--- src/design/tse_pkg.sv ---
// Shared types and constants for the text sanitiser and escaper.
`default_nettype none
package tse_pkg;

    localparam logic [7:0] CH_SPACE  = 8'h20;
    localparam logic [7:0] CH_DEL    = 8'h7F;
    localparam logic [7:0] CH_BSLASH = 8'h5C;
    localparam logic [7:0] CH_QUOTE  = 8'h22;
    localparam logic [7:0] CH_TAB    = 8'h09;
    localparam logic [7:0] CH_CR     = 8'h0D;

    localparam logic [7:0] MAX_LENGTH_RST    = 8'd120;
    localparam logic       ESCAPE_ENABLE_RST = 1'b1;

    localparam int CMD_DEPTH_DEF = 4;

    localparam int ADDR_W = 3;

    // Register index, taken from paddr[2]
    typedef enum logic {
        REG_MAX_LENGTH    = 1'b0,
        REG_ESCAPE_ENABLE = 1'b1
    } reg_idx_t;

    // One classified request: which results it expands to, in order.
    typedef struct packed {
        logic       gap;
        logic       esc;
        logic       chr;
        logic       endm;
        logic [7:0] ch;
    } cmd_t;

    typedef struct packed {
        logic [7:0] out_byte;
        logic       is_data;
        logic       end_mark;
    } result_t;

endpackage
`default_nettype wire

--- src/design/tse_front.sv ---
// Front end: classifies each byte and tracks the per-field state.
`default_nettype none
module tse_front (
    input  wire logic          clk,
    input  wire logic          rst_n,
    input  wire logic          accept,
    input  wire logic [7:0]    in_byte,
    input  wire logic          end_of_field,
    input  wire logic [7:0]    max_length,
    input  wire logic          escape_enable,
    output tse_pkg::cmd_t      cmd,
    output logic               cmd_valid
);
    import tse_pkg::*;

    logic       pending_gap_reg, pending_gap_next;
    logic [7:0] kept_count_reg, kept_count_next;
    logic       stopped_reg, stopped_next;

    logic       is_ws;
    logic       is_ctrl;
    logic [7:0] cnt;
    logic       stop;
    logic       emit_gap;
    logic       emit_chr;

    assign is_ws   = ((in_byte >= CH_TAB) && (in_byte <= CH_CR)) || (in_byte == CH_SPACE);
    assign is_ctrl = (in_byte < CH_SPACE) || (in_byte == CH_DEL);

    always_comb
    begin
        pending_gap_next = pending_gap_reg;
        kept_count_next  = kept_count_reg;
        stopped_next     = stopped_reg;
        cnt              = kept_count_reg;
        stop             = 1'b0;
        emit_gap         = 1'b0;
        emit_chr         = 1'b0;
        if (!stopped_reg)
        begin
            if (is_ws)
            begin
                pending_gap_next = (kept_count_reg != 8'd0);
            end
            else if (!is_ctrl)
            begin
                if (pending_gap_reg && (cnt < max_length))
                begin
                    // A gap that would be the last kept byte ends the field.
                    if (({1'b0, cnt} + 9'd1) >= {1'b0, max_length})
                    begin
                        stop = 1'b1;
                    end
                    else
                    begin
                        emit_gap = 1'b1;
                        cnt      = cnt + 8'd1;
                    end
                end
                if (!stop)
                begin
                    if (cnt >= max_length)
                    begin
                        stop = 1'b1;
                    end
                    else
                    begin
                        emit_chr = 1'b1;
                        cnt      = cnt + 8'd1;
                    end
                end
                pending_gap_next = 1'b0;
                kept_count_next  = cnt;
                stopped_next     = stop;
            end
        end
        if (end_of_field)
        begin
            pending_gap_next = 1'b0;
            kept_count_next  = 8'd0;
            stopped_next     = 1'b0;
        end
    end

    always_comb
    begin
        cmd.gap   = emit_gap;
        cmd.chr   = emit_chr;
        cmd.esc   = emit_chr && escape_enable &&
                    ((in_byte == CH_BSLASH) || (in_byte == CH_QUOTE));
        cmd.endm  = end_of_field;
        cmd.ch    = in_byte;
        cmd_valid = accept && (emit_gap || emit_chr || end_of_field);
    end

    always_ff @(posedge clk or negedge rst_n)
    begin
        if (!rst_n)
        begin
            pending_gap_reg <= 1'b0;
            kept_count_reg  <= 8'd0;
            stopped_reg     <= 1'b0;
        end
        else if (accept)
        begin
            pending_gap_reg <= pending_gap_next;
            kept_count_reg  <= kept_count_next;
            stopped_reg     <= stopped_next;
        end
    end

endmodule
`default_nettype wire

--- src/design/tse_cmd_fifo.sv ---
// Short request queue between the front end and the back end.
`default_nettype none
module tse_cmd_fifo #(
    parameter int DEPTH = tse_pkg::CMD_DEPTH_DEF
) (
    input  wire logic          clk,
    input  wire logic          rst_n,
    input  wire logic          wr_en,
    input  tse_pkg::cmd_t      wr_data,
    input  wire logic          rd_en,
    output tse_pkg::cmd_t      rd_data,
    output logic               full,
    output logic               empty
);
    import tse_pkg::*;

    localparam int AW = (DEPTH > 1) ? $clog2(DEPTH) : 1;
    localparam int CW = $clog2(DEPTH + 1);
    localparam logic [AW-1:0] LAST_PTR = AW'(DEPTH - 1);
    localparam logic [CW-1:0] FULL_CNT = CW'(DEPTH);

    cmd_t          entries_reg [DEPTH];
    logic [AW-1:0] wr_ptr_reg, wr_ptr_next;
    logic [AW-1:0] rd_ptr_reg, rd_ptr_next;
    logic [CW-1:0] count_reg, count_next;
    logic          do_wr;
    logic          do_rd;

    assign full    = (count_reg == FULL_CNT);
    assign empty   = (count_reg == '0);
    assign do_wr   = wr_en && !full;
    assign do_rd   = rd_en && !empty;
    assign rd_data = entries_reg[rd_ptr_reg];

    always_comb
    begin
        wr_ptr_next = wr_ptr_reg;
        rd_ptr_next = rd_ptr_reg;
        count_next  = count_reg;
        if (do_wr)
        begin
            wr_ptr_next = (wr_ptr_reg == LAST_PTR) ? '0 : wr_ptr_reg + AW'(1);
        end
        if (do_rd)
        begin
            rd_ptr_next = (rd_ptr_reg == LAST_PTR) ? '0 : rd_ptr_reg + AW'(1);
        end
        if (do_wr && !do_rd)
        begin
            count_next = count_reg + CW'(1);
        end
        else if (do_rd && !do_wr)
        begin
            count_next = count_reg - CW'(1);
        end
    end

    always_ff @(posedge clk or negedge rst_n)
    begin
        if (!rst_n)
        begin
            wr_ptr_reg <= '0;
            rd_ptr_reg <= '0;
            count_reg  <= '0;
        end
        else
        begin
            wr_ptr_reg <= wr_ptr_next;
            rd_ptr_reg <= rd_ptr_next;
            count_reg  <= count_next;
        end
    end

    always_ff @(posedge clk)
    begin
        if (do_wr)
        begin
            entries_reg[wr_ptr_reg] <= wr_data;
        end
    end

endmodule
`default_nettype wire

--- src/design/tse_back.sv ---
// Back end: expands each request into its result bytes, one per cycle while the output register is free.
`default_nettype none
module tse_back (
    input  wire logic          clk,
    input  wire logic          rst_n,
    input  tse_pkg::cmd_t      cmd,
    input  wire logic          cmd_empty,
    output logic               cmd_take,
    output tse_pkg::result_t   result,
    output logic               empty,
    input  wire logic          pop
);
    import tse_pkg::*;

    cmd_t    work_reg, work_next;
    logic    work_valid_reg, work_valid_next;
    result_t out_reg, out_next;
    logic    out_valid_reg, out_valid_next;

    logic    out_free;
    logic    emitting;
    cmd_t    left;
    result_t item;
    logic    last_item;

    assign out_free = !out_valid_reg || pop;
    assign emitting = work_valid_reg && out_free;

    // Results leave in the order gap space, escape, byte, end marker.
    always_comb
    begin
        left = work_reg;
        item = '{out_byte: 8'd0, is_data: 1'b0, end_mark: 1'b1};
        if (work_reg.gap)
        begin
            item     = '{out_byte: CH_SPACE, is_data: 1'b1, end_mark: 1'b0};
            left.gap = 1'b0;
        end
        else if (work_reg.esc)
        begin
            item     = '{out_byte: CH_BSLASH, is_data: 1'b1, end_mark: 1'b0};
            left.esc = 1'b0;
        end
        else if (work_reg.chr)
        begin
            item     = '{out_byte: work_reg.ch, is_data: 1'b1, end_mark: 1'b0};
            left.chr = 1'b0;
        end
        else
        begin
            left.endm = 1'b0;
        end
        last_item = !(left.gap || left.esc || left.chr || left.endm);
    end

    always_comb
    begin
        cmd_take        = !cmd_empty && (!work_valid_reg || (emitting && last_item));
        work_next       = work_reg;
        work_valid_next = work_valid_reg;
        if (cmd_take)
        begin
            work_next       = cmd;
            work_valid_next = 1'b1;
        end
        else if (emitting)
        begin
            work_next       = left;
            work_valid_next = !last_item;
        end
        out_next       = out_reg;
        out_valid_next = out_valid_reg;
        if (out_free)
        begin
            out_next       = item;
            out_valid_next = emitting;
        end
    end

    assign result = out_reg;
    assign empty  = !out_valid_reg;

    always_ff @(posedge clk or negedge rst_n)
    begin
        if (!rst_n)
        begin
            work_valid_reg <= 1'b0;
            out_valid_reg  <= 1'b0;
        end
        else
        begin
            work_valid_reg <= work_valid_next;
            out_valid_reg  <= out_valid_next;
        end
    end

    always_ff @(posedge clk)
    begin
        work_reg <= work_next;
        out_reg  <= out_next;
    end

endmodule
`default_nettype wire

--- src/design/text_sanitize_escape_core.sv ---
// Top level of the text sanitiser: configuration registers and the two halves.
//
// Input bytes are pushed with push while full is low, one field at a time;
// end_of_field marks the final byte. Each byte yields up to four results
// (gap space, escaping backslash, the byte, end marker), read while empty is
// low and taken with pop. A byte is taken every cycle while the request
// queue has room; results leave at one per cycle while pop is high, so the
// sustained input rate is one byte per cycle divided by the number of results
// each byte produces. A byte's request enters the queue at the accepting edge,
// then passes the expansion register and the output register before its
// first result appears. When pop stays low the output register holds,
// expansion stops, and once the request queue of CMD_DEPTH entries fills, full
// rises. Dropped bytes take no queue entry. The registers max_length (address
// 0) and escape_enable (address 4) sit on the APB port; the user writes them
// only while the block is idle, not enforced by the block. Reset sets them
// to 120 and 1, empties the queue and output, and clears the field state.
`default_nettype none
module text_sanitize_escape_core #(
    parameter int CMD_DEPTH = tse_pkg::CMD_DEPTH_DEF
) (
    input  wire logic                        clk,
    input  wire logic                        rst_n,
    input  wire logic                        psel,
    input  wire logic                        penable,
    input  wire logic                        pwrite,
    input  wire logic [tse_pkg::ADDR_W-1:0]  paddr,
    input  wire logic [31:0]                 pwdata,
    output logic      [31:0]                 prdata,
    output logic                             pready,
    input  wire logic [7:0]                  in_byte,
    input  wire logic                        end_of_field,
    input  wire logic                        push,
    output logic                             full,
    output logic      [7:0]                  out_byte,
    output logic                             is_data,
    output logic                             end_mark,
    output logic                             empty,
    input  wire logic                        pop
);
    import tse_pkg::*;

    logic [7:0] max_length_reg;
    logic       escape_enable_reg;
    reg_idx_t   reg_idx;
    logic       cfg_write;

    logic       accept;
    cmd_t       front_cmd;
    logic       front_valid;
    cmd_t       head_cmd;
    logic       q_full;
    logic       q_empty;
    logic       q_take;
    result_t    result;

    assign pready    = 1'b1;
    assign reg_idx   = reg_idx_t'(paddr[2]);
    assign cfg_write = psel && penable && pwrite && pready;

    always_comb
    begin
        case (reg_idx)
            REG_MAX_LENGTH:    prdata = {24'd0, max_length_reg};
            REG_ESCAPE_ENABLE: prdata = {31'd0, escape_enable_reg};
            default:           prdata = 32'd0;
        endcase
    end

    always_ff @(posedge clk or negedge rst_n)
    begin
        if (!rst_n)
        begin
            max_length_reg    <= MAX_LENGTH_RST;
            escape_enable_reg <= ESCAPE_ENABLE_RST;
        end
        else if (cfg_write)
        begin
            case (reg_idx)
                REG_MAX_LENGTH:    max_length_reg    <= pwdata[7:0];
                REG_ESCAPE_ENABLE: escape_enable_reg <= pwdata[0];
                default:           max_length_reg    <= max_length_reg;
            endcase
        end
    end

    assign full   = q_full;
    assign accept = push && !q_full;

    tse_front u_front (
        .clk           (clk),
        .rst_n         (rst_n),
        .accept        (accept),
        .in_byte       (in_byte),
        .end_of_field  (end_of_field),
        .max_length    (max_length_reg),
        .escape_enable (escape_enable_reg),
        .cmd           (front_cmd),
        .cmd_valid     (front_valid)
    );

    tse_cmd_fifo #(
        .DEPTH (CMD_DEPTH)
    ) u_cmd_fifo (
        .clk     (clk),
        .rst_n   (rst_n),
        .wr_en   (front_valid),
        .wr_data (front_cmd),
        .rd_en   (q_take),
        .rd_data (head_cmd),
        .full    (q_full),
        .empty   (q_empty)
    );

    tse_back u_back (
        .clk       (clk),
        .rst_n     (rst_n),
        .cmd       (head_cmd),
        .cmd_empty (q_empty),
        .cmd_take  (q_take),
        .result    (result),
        .empty     (empty),
        .pop       (pop)
    );

    assign out_byte = result.out_byte;
    assign is_data  = result.is_data;
    assign end_mark = result.end_mark;

endmodule
`default_nettype wire
--- config.mk ---
export PLATFORM = sky130hd
export DESIGN_NAME = text_sanitize_escape_core
export DESIGN_NICKNAME = d
export VERILOG_FILES = /design/src/design/tse_pkg.sv /design/src/design/tse_front.sv /design/src/design/tse_cmd_fifo.sv /design/src/design/tse_back.sv /design/src/design/text_sanitize_escape_core.sv
export SDC_FILE = /design/constraint.sdc
export NUM_CORES = 1
export LEC_CHECK = 0
export ABC_AREA = 0
export BUFFER_PORTS_ARGS = -buffer_cell sky130_fd_sc_hd__buf_2
export CORE_ASPECT_RATIO = 0.7
export CORE_MARGIN = 5
export CORE_UTILIZATION = 56
export CTS_BUF_LIST = sky130_fd_sc_hd__clkbuf_16
export CTS_CLUSTER_SIZE = 8
export DETAILED_ROUTE_END_ITERATION = 10
export GPL_ROUTABILITY_DRIVEN = 0
export PLACE_DENSITY_LB_ADDON = 0.2
export SETUP_SLACK_MARGIN = 0.4
export SLEW_MARGIN = 30
export SYNTH_ARGS = -nofsm -noshare
export SYNTH_HDL_FRONTEND = slang
export SYNTH_SLANG_ARGS = --single-unit
export TNS_END_PERCENT = 50
--- constraint.sdc ---
create_clock -name clk -period 7 [get_ports clk]
set_clock_uncertainty 0.15 [all_clocks]
set_input_delay 0.7 -clock clk [delete_from_list [all_inputs] [get_ports clk]]
set_output_delay 0.7 -clock clk [all_outputs]
set_load 0.05 [all_outputs]
* Word-level counts from Yosys, hierarchy flattened
Memory sizes are Yosys's and may differ from the RTL's.
Cells that the tools add are included.
** Word-level totals
- Bits in writable memories :: 48
- Register bits :: 50
- Input port bits :: 51
- Word-level logic and storage cells :: 139
- Output and inout bits :: 45
- Memories :: 1
** Cells by class
- Order comparisons :: 6
- Add/sub/neg operators :: 7
- Bitwise gates (word level) :: 2
- Multiplexer cells :: 52
- Reduce and logical (&&, ||, !) cells :: 41
- Equal/unequal tests :: 11
** Memory list
- u_cmd_fifo.entries_reg :: depth 4, bits a word 12, rd ports 1, clocked after Yosys merged registers in 0, wr ports 1, line tse_cmd_fifo.sv:22 : cmd_t entries_reg [DEPTH];
** Operator list (count)
- two-way mux 8 bit :: 11
- case mux 32 bit (2 select lines) :: 1
- two-way mux 1 bit :: 30
- two-way mux 12 bit :: 2
- two-way mux 9 bit :: 2
- adder 8 x 1 -> 8 bit, second input constant :: 2
- equality test 8 x 6 -> 1 bit, second input constant :: 2
- equality test 8 x 7 -> 1 bit, second input constant :: 2
- logical AND 1 bit :: 15
- adder 8 x 1 -> 9 bit, second input constant :: 1
- greater-or-equal comparator 9 x 8 -> 1 bit :: 1
- logical OR 1 bit :: 9
- two-way mux 3 bit :: 3
- greater-or-equal comparator 8 x 4 -> 1 bit, second input constant :: 1
- greater-or-equal comparator 8 bit :: 1
- <= comparator 8 x 4 -> 1 bit, second input constant :: 1
- < comparator 8 x 6 -> 1 bit, second input constant :: 1
- < comparator 8 bit :: 1
- nonzero test 8 bit :: 1
- zero test 1 bit :: 7
- two-way mux 2 bit :: 3
- inequality test 2 bit, second input constant :: 3
- adder 2 x 1 -> 2 bit, second input constant :: 2
- equality test 2 bit, second input constant :: 2
- 12 further kinds :: 15

* Logic depth before layout (Yosys ltp)
- Depth after elaboration :: 21
- Mapped depth :: 25
- Depth with buffers taken out :: 25

* Hierarchy
Synthesis repeated with hierarchy kept, for this count alone.
** Second synthesis, totals
- Cells, all modules :: 458
- Area, all modules :: 5705.5 um^2
** Modules (own cells, without submodules)
- tse_cmd_fifo :: cells an instance 100, times used 1, area an instance 2175.8 um^2, sequential area each 1616.6 um^2
- tse_front :: cells an instance 229, times used 1, area an instance 1826.8 um^2, sequential area each 250.2 um^2
- tse_back :: cells an instance 72, times used 1, area an instance 1043.5 um^2, sequential area each 710.7 um^2
- text_sanitize_escape_core :: cells an instance 57, times used 1, area an instance 659.4 um^2, sequential area each 231.5 um^2

* Worst setup path before layout
Ideal clock, no wire load.
- Path kind :: reg-to-reg
- Start :: reg u_front.kept_count_reg[2]
- End :: reg u_cmd_fifo.count_reg[2]
- Setup slack :: 1572 ps
- Data arrival time :: 5199 ps
- Required time :: 6771 ps
- Clock period less this slack :: 5428 ps
- Path buffers :: 1
- Cell stages (with the launch flop) :: 26
- Setup time :: 79 ps
- Path through :: dfrtp_1 buf_2 nand3_1 nor2_1 xnor2_1 ha_1 a211o_1 o211ai_1 o211ai_4 nor3_2 nand2_1 xnor2_1 ha_1 a21o_1 a21o_1 a21oi_1 o31a_1 nand2_1 a211o_1 a21oi_4 ha_1 inv_1 fa_1 xor2_1 nor2_1 xor2_1
** On the way
- Cells in the longest elaborated chain, start to end :: 20
- Elaborated cells on any way between the ends :: 35
- Classes of those cells :: 2 x add/sub; 3 x order compare; 21 x mux; 9 x reduce/logical
** RTL lines
- start, declared :: line tse_front.sv:17 : logic [7:0] kept_count_reg, kept_count_next;
- start signal, assigned :: line tse_front.sv:107 : kept_count_reg <= kept_count_next;
- adder 8 x 1 -> 9 bit :: line tse_front.sv:50 : if (({1'b0, cnt} + 9'd1) >= {1'b0, max_length})
- greater-or-equal comparator 9 x 8 -> 1 bit :: line tse_front.sv:50
- two-way mux 8 bit :: line tse_front.sv:50
- two-way mux 8 bit :: line tse_front.sv:47 : if (pending_gap_reg && (cnt < max_length))
- two-way mux 8 bit :: line tse_front.sv:45 : else if (!is_ctrl)
- two-way mux 8 bit :: line tse_front.sv:41 : if (is_ws)
- two-way mux 8 bit :: line tse_front.sv:39 : if (!stopped_reg)
- greater-or-equal comparator 8 bit :: line tse_front.sv:62 : if (cnt >= max_length)
- (+4 left out)
- two-way mux 1 bit :: line tse_front.sv:39
- logical OR 1 bit (*) (2 in a row) :: line tse_front.sv:93 : cmd_valid = accept && (emit_gap || emit_chr || end_of_field);
- logical AND 1 bit (*) :: line tse_front.sv:93
- logical AND 1 bit (*) :: line tse_cmd_fifo.sv:31 : assign do_wr = wr_en && !full;
- net u_cmd_fifo.do_wr :: line tse_cmd_fifo.sv:26 : logic do_wr;
- zero test 1 bit :: line tse_cmd_fifo.sv:52 : else if (do_rd && !do_wr)
- logical AND 1 bit :: line tse_cmd_fifo.sv:52
- nonzero test 2 bit (no source line)
- end signal, assigned :: line tse_cmd_fifo.sv:70 : count_reg <= count_next;
- end, declared :: line tse_cmd_fifo.sv:25 : logic [CW-1:0] count_reg, count_next;
Mark *: on every way through the listed nets, which the timed path passes. The rest lies on a longest branch. The select of a mux whose other input is x is not followed.
A chain may end at the register's enable or synchronous reset.

* Final worst setup path
- Start :: reg u_front.kept_count_reg[0]
- End :: reg u_cmd_fifo.count_reg[2]
The elaborated chain is that of the path after synthesis.

==> report_table.html <==
<table>
<tr><th>Metric</th><th>Value</th></tr>
<tr><th colspan="2">Pwr</th></tr>
<tr><td>Clock share of power</td><td>0.233</td></tr>
<tr><td>Switching Share</td><td>0.3571</td></tr>
<tr><td>Switching power of the nets</td><td>787.7 uW</td></tr>
<tr><td>Peak VDD IR</td><td>313.6 uV</td></tr>
<tr><td>Pwr Density</td><td>374.0 nW/um2</td></tr>
<tr><td>P_leak</td><td>2.484 nW</td></tr>
<tr><td>Internal</td><td>1.418 mW</td></tr>
<tr><td>Portion of total power attributed to combinational logic</td><td>0.340</td></tr>
<tr><td>Sequential share of power</td><td>0.427</td></tr>
<tr><th colspan="2">Flow run</th></tr>
<tr><td>Number of max-capacitance violations reported</td><td>0</td></tr>
<tr><th colspan="2">Logic synthesis</th></tr>
<tr><td>Sequential area share after synthesis</td><td>0.5289</td></tr>
<tr><td>Syn Std Cell Area</td><td>5311 um2</td></tr>
<tr><td>Most frequent cell after synthesis</td><td>sky130_fd_sc_hd__edfxtp_1</td></tr>
<tr><td>Cell taking the most area after synthesis</td><td>sky130_fd_sc_hd__edfxtp_1</td></tr>
<tr><td>Number of synthesized register bits</td><td>98</td></tr>
<tr><td>Unique masters post-synth</td><td>63</td></tr>
<tr><td>Count of yosys warnings during synthesis</td><td>0</td></tr>
<tr><td>Avg Inst Size Synth</td><td>12.35 um2</td></tr>
<tr><td>EDFF count, synth</td><td>70</td></tr>
<tr><td>Most common flop cell mapped by yosys</td><td>sky130_fd_sc_hd__edfxtp_1</td></tr>
<tr><td>Leading post-synthesis cells by instance count</td><td>sky130_fd_sc_hd__edfxtp_1, sky130_fd_sc_hd__ha_1, sky130_fd_sc_hd__nand2_1</td></tr>
<tr><td>Leading post-synthesis cells by cell area</td><td>sky130_fd_sc_hd__edfxtp_1, sky130_fd_sc_hd__dfrtp_1, sky130_fd_sc_hd__ha_1, sky130_fd_sc_hd__mux4_2, sky130_fd_sc_hd__buf_4</td></tr>
<tr><td>Synth async-reset ratio</td><td>0.2857</td></tr>
<tr><td>Post-synthesis cell count</td><td>430</td></tr>
<tr><td>Share of the synthesized area in the top cell type</td><td>0.3958</td></tr>
<tr><th colspan="2">STA</th></tr>
<tr><td>Post-layout min period</td><td>6.093 ns</td></tr>
<tr><td>Unrepaired setup endpoints after global routing</td><td>false</td></tr>
<tr><td>Hold Violations, Final</td><td>0</td></tr>
<tr><td>Share of the clock period used by the worst path after layout</td><td>0.8704</td></tr>
<tr><td>Transition time at the pin with the least slew margin</td><td>0.8703 ns</td></tr>
<tr><td>Final TNS setup</td><td>0 ns</td></tr>
<tr><td>Highest achievable clock rate</td><td>0.1641 GHz</td></tr>
<tr><td>Setup ws final</td><td>0.9072 ns</td></tr>
<tr><td>Number of max-slew violations in the final report</td><td>0</td></tr>
<tr><td>Finish-stage setup viols</td><td>0</td></tr>
<tr><td>Relative slew margins</td><td>0.4137</td></tr>
<tr><th colspan="2">GRT</th></tr>
<tr><td>Overall routing resource usage</td><td>0.1845</td></tr>
<tr><td>Wire length of the first global-routing pass</td><td>16850 um</td></tr>
<tr><td>Largest net degree at the start of global routing</td><td>29</td></tr>
<tr><td>GR Util met2</td><td>0.2606</td></tr>
<tr><td>Initial antenna violation count</td><td>0</td></tr>
<tr><td>GR Layer Usage met3</td><td>0.05279</td></tr>
<tr><td>Most used routing layer</td><td>met1</td></tr>
<tr><td>Vias in the first global route</td><td>3193</td></tr>
<tr><td>Met1 GRT Util</td><td>0.2913</td></tr>
<tr><td>Remaining Overflow, GRT</td><td>0</td></tr>
<tr><th colspan="2">Worst setup path</th></tr>
<tr><td>Cell count along the critical path</td><td>26</td></tr>
<tr><td>Cell with the largest stage delay on the worst path</td><td>sky130_fd_sc_hd__dfrtp_1</td></tr>
<tr><td>Largest fanout on the critical path</td><td>9</td></tr>
<tr><td>Stage delay of the slowest cell on the critical path</td><td>0.46 ns</td></tr>
<tr><td>Largest delay contributor family on the critical path</td><td>compound AO/OA/AOI/OAI gates</td></tr>
<tr><td>Kind of end point of the critical path</td><td>register</td></tr>
<tr><td>End of the worst register-to-register path</td><td>u_cmd_fifo.count_reg[2]$_DFFE_PN0P_</td></tr>
<tr><td>Number of buffers and inverters on the critical path</td><td>2</td></tr>
<tr><td>Critical path class</td><td>register to register</td></tr>
<tr><td>Critical register-to-register path startpoint</td><td>u_front.kept_count_reg[0]$_DFFE_PN0P_</td></tr>
<tr><td>Arrival time worst endpoint</td><td>6.21 ns</td></tr>
<tr><td>FF-to-FF setup slack</td><td>0.91 ns</td></tr>
<tr><td>Depth of the worst register-to-register path</td><td>26</td></tr>
<tr><td>Cell with the most instances on the worst path</td><td>sky130_fd_sc_hd__ha_1</td></tr>
<tr><td>Critical path startpoint category</td><td>register</td></tr>
<tr><td>CP required</td><td>7.11 ns</td></tr>
<tr><th colspan="2">Cells and area</th></tr>
<tr><td>Post-layout nets</td><td>557</td></tr>
<tr><td>Layout Area Growth over Synthesis</td><td>11.05%</td></tr>
<tr><td>Ratio of cells with drive above 1 in the final layout</td><td>0.2264</td></tr>
<tr><td>Number of antenna repair diodes</td><td>0</td></tr>
<tr><td>Flip-flop count of the largest register, all copies and words added</td><td>48</td></tr>
<tr><th colspan="2">Clocking</th></tr>
<tr><td>Clock transition at the register clock pins on the worst setup and hold paths after CTS</td><td>0.07 ns</td></tr>
<tr><td>H-tree Lvls</td><td>3</td></tr>
<tr><td>Post-CTS repair timing setup buffer count</td><td>0</td></tr>
<tr><td>Later-pin clock latency in the skew report</td><td>0.34 ns</td></tr>
<tr><td>TritonCTS clock tree</td><td>yes</td></tr>
<tr><td>Cell at the root of the clock tree</td><td>sky130_fd_sc_hd__clkbuf_16</td></tr>
<tr><td>Total of hold buffers inserted after clock tree synthesis</td><td>0</td></tr>
<tr><td>CTS Buf Count</td><td>9</td></tr>
<tr><td>Max Buffers Root-to-Sink</td><td>2</td></tr>
<tr><td>Clock net sink count</td><td>98</td></tr>
<tr><th colspan="2">Die</th></tr>
<tr><td>Starting density of the core</td><td>0.5809</td></tr>
<tr><td>Core outline area</td><td>9144 um2</td></tr>
<tr><td>Die X</td><td>126.4 um</td></tr>
<tr><td>Top-level I/O count</td><td>96</td></tr>
<tr><td>Std-Cell Rows</td><td>29</td></tr>
<tr><td>Die extent in y</td><td>91.48 um</td></tr>
<tr><td>Die Area</td><td>11560 um2</td></tr>
<tr><th colspan="2">Status</th></tr>
<tr><td>Status</td><td>finished clean</td></tr>
<tr><th colspan="2">Drt</th></tr>
<tr><td>Drt pass-1 iters</td><td>5</td></tr>
<tr><td>Remaining antenna violation count</td><td>0</td></tr>
<tr><td>First-iteration detailed-routing DRC count</td><td>381</td></tr>
<tr><td>Total wire length</td><td>10260 um</td></tr>
<tr><td>Routed wirelength normalized by instance count</td><td>17.06 um</td></tr>
<tr><td>Number of vias per cell after detailed routing</td><td>5.666</td></tr>
<tr><td>DRC</td><td>0</td></tr>
<tr><td>Routed via count</td><td>3405</td></tr>
<tr><th colspan="2">Min path</th></tr>
<tr><td>Worst hold path class</td><td>input port to async pin</td></tr>
<tr><th colspan="2">Place</th></tr>
<tr><td>Worst-case setup slack after placement</td><td>0.8210 ns</td></tr>
<tr><td>Number of I/O port buffers</td><td>44</td></tr>
<tr><td>Half-perimeter wire length after detailed placement</td><td>7485 um</td></tr>
</table>
==> power by group through the flow <==
stage	clock (mW)	sequential [mW]	combinational [mW]
after CTS	0.521	0.944	0.756
after floorplan	0	0.951	0.563
after global placement	0	0.947	0.729
final	0.514	0.942	0.750
after detailed placement	0	0.953	0.749
after global routing	0.548	0.968	0.831
==> what timing repair did <==
| item | in CTS | in global routing |
|---|---|---|
| endpoints found under the setup margin | 0 | 2 |
| hold endpoints to repair | 0 | 0 |
| gates resized for setup | 0 | 4 |
==> worst max path at each step <==
stage,start,to,slack (ns)
detailed placement,u_front.kept_count_reg[2]$_DFFE_PN0P_,u_cmd_fifo.count_reg[2]$_DFFE_PN0P_,0.82
global placement,u_front.kept_count_reg[2]$_DFFE_PN0P_,u_cmd_fifo.count_reg[2]$_DFFE_PN0P_,0.91
finish,u_front.kept_count_reg[0]$_DFFE_PN0P_,u_cmd_fifo.count_reg[2]$_DFFE_PN0P_,0.91
global route,u_front.kept_count_reg[0]$_DFFE_PN0P_,u_cmd_fifo.count_reg[2]$_DFFE_PN0P_,0.42
floorplan,u_front.kept_count_reg[2]$_DFFE_PN0P_,u_cmd_fifo.count_reg[2]$_DFFE_PN0P_,1.57
CTS,u_front.kept_count_reg[2]$_DFFE_PN0P_,u_cmd_fifo.count_reg[2]$_DFFE_PN0P_,0.81
==> layout by cell type (no fill, tap or decap), types with 6 or more instances in the layout <==
cell and n:
sky130_fd_sc_hd__ha_1 33, sky130_fd_sc_hd__mux2_2 12, sky130_fd_sc_hd__nor3_1 8, sky130_fd_sc_hd__nand2_1 26, sky130_fd_sc_hd__o21ai_0 10, sky130_fd_sc_hd__edfxtp_1 70, sky130_fd_sc_hd__xor2_1 7, sky130_fd_sc_hd__dfrtp_1 22
sky130_fd_sc_hd__nor2b_1 11, sky130_fd_sc_hd__inv_1 26, sky130_fd_sc_hd__nand3_1 9, sky130_fd_sc_hd__o21ai_1 6, sky130_fd_sc_hd__a21oi_1 16, sky130_fd_sc_hd__clkbuf_16 12, sky130_fd_sc_hd__buf_2 44, sky130_fd_sc_hd__xnor2_1 12
sky130_fd_sc_hd__nor2_1 23, sky130_fd_sc_hd__conb_1 25, sky130_fd_sc_hd__mux4_2 12
==> cell families (layout without fill, tap and decap cells) <==
family                     Yosys count  after routing  synth area share
and+or+nand+nor                    118            118            0.1194
xor gates and xnor gates            20             20           0.03298
AOI/OAI and AO/OA                   68             68           0.09022
muxes                               27             27           0.08245
other                                2             25          0.001414
adders and majority gates           34             34           0.08151
buffers and inverters               63             87           0.06313
DFF                                 98             98            0.5289
==> per-stage QoR <==
step / area (um2) / hold slack (ns) / cells / total power [mW] / utilization
after floorplan: 5398 / 0.2544 / 453 / 1.514 / -
after global placement: 5552 / 0.3240 / 585 / 1.676 / 0.6071
after detailed placement: 5552 / 0.3388 / 585 / 1.702 / 0.6071
after CTS: 5879 / 0.2403 / 601 / 2.221 / 0.6430
after global routing: 5898 / 0.2768 / 601 / 2.347 / 0.6450
final: 5898 / 0.2222 / 601 / 2.206 / 0.6450
==> per-layer routing <==
layer  up-vias  wire length [um]
met5         -                 0
met4         0                48
met3         6               929
met2       143              4254
met1      1650              5023
li1       1606                 -
==> area by class of cell <==
type | instances | area [um2]
clock buffer | 12 | 300.3
multi-input combinational | 292 | 2276
fill | 684 | 3246
clock inverter | 4 | 27.53
timing repair buffer | 46 | 235.2
sequential | 98 | 2810
inverter | 25 | 93.84
tap | 124 | 155.1
Note: power is estimated with default switching activity, not from simulation.
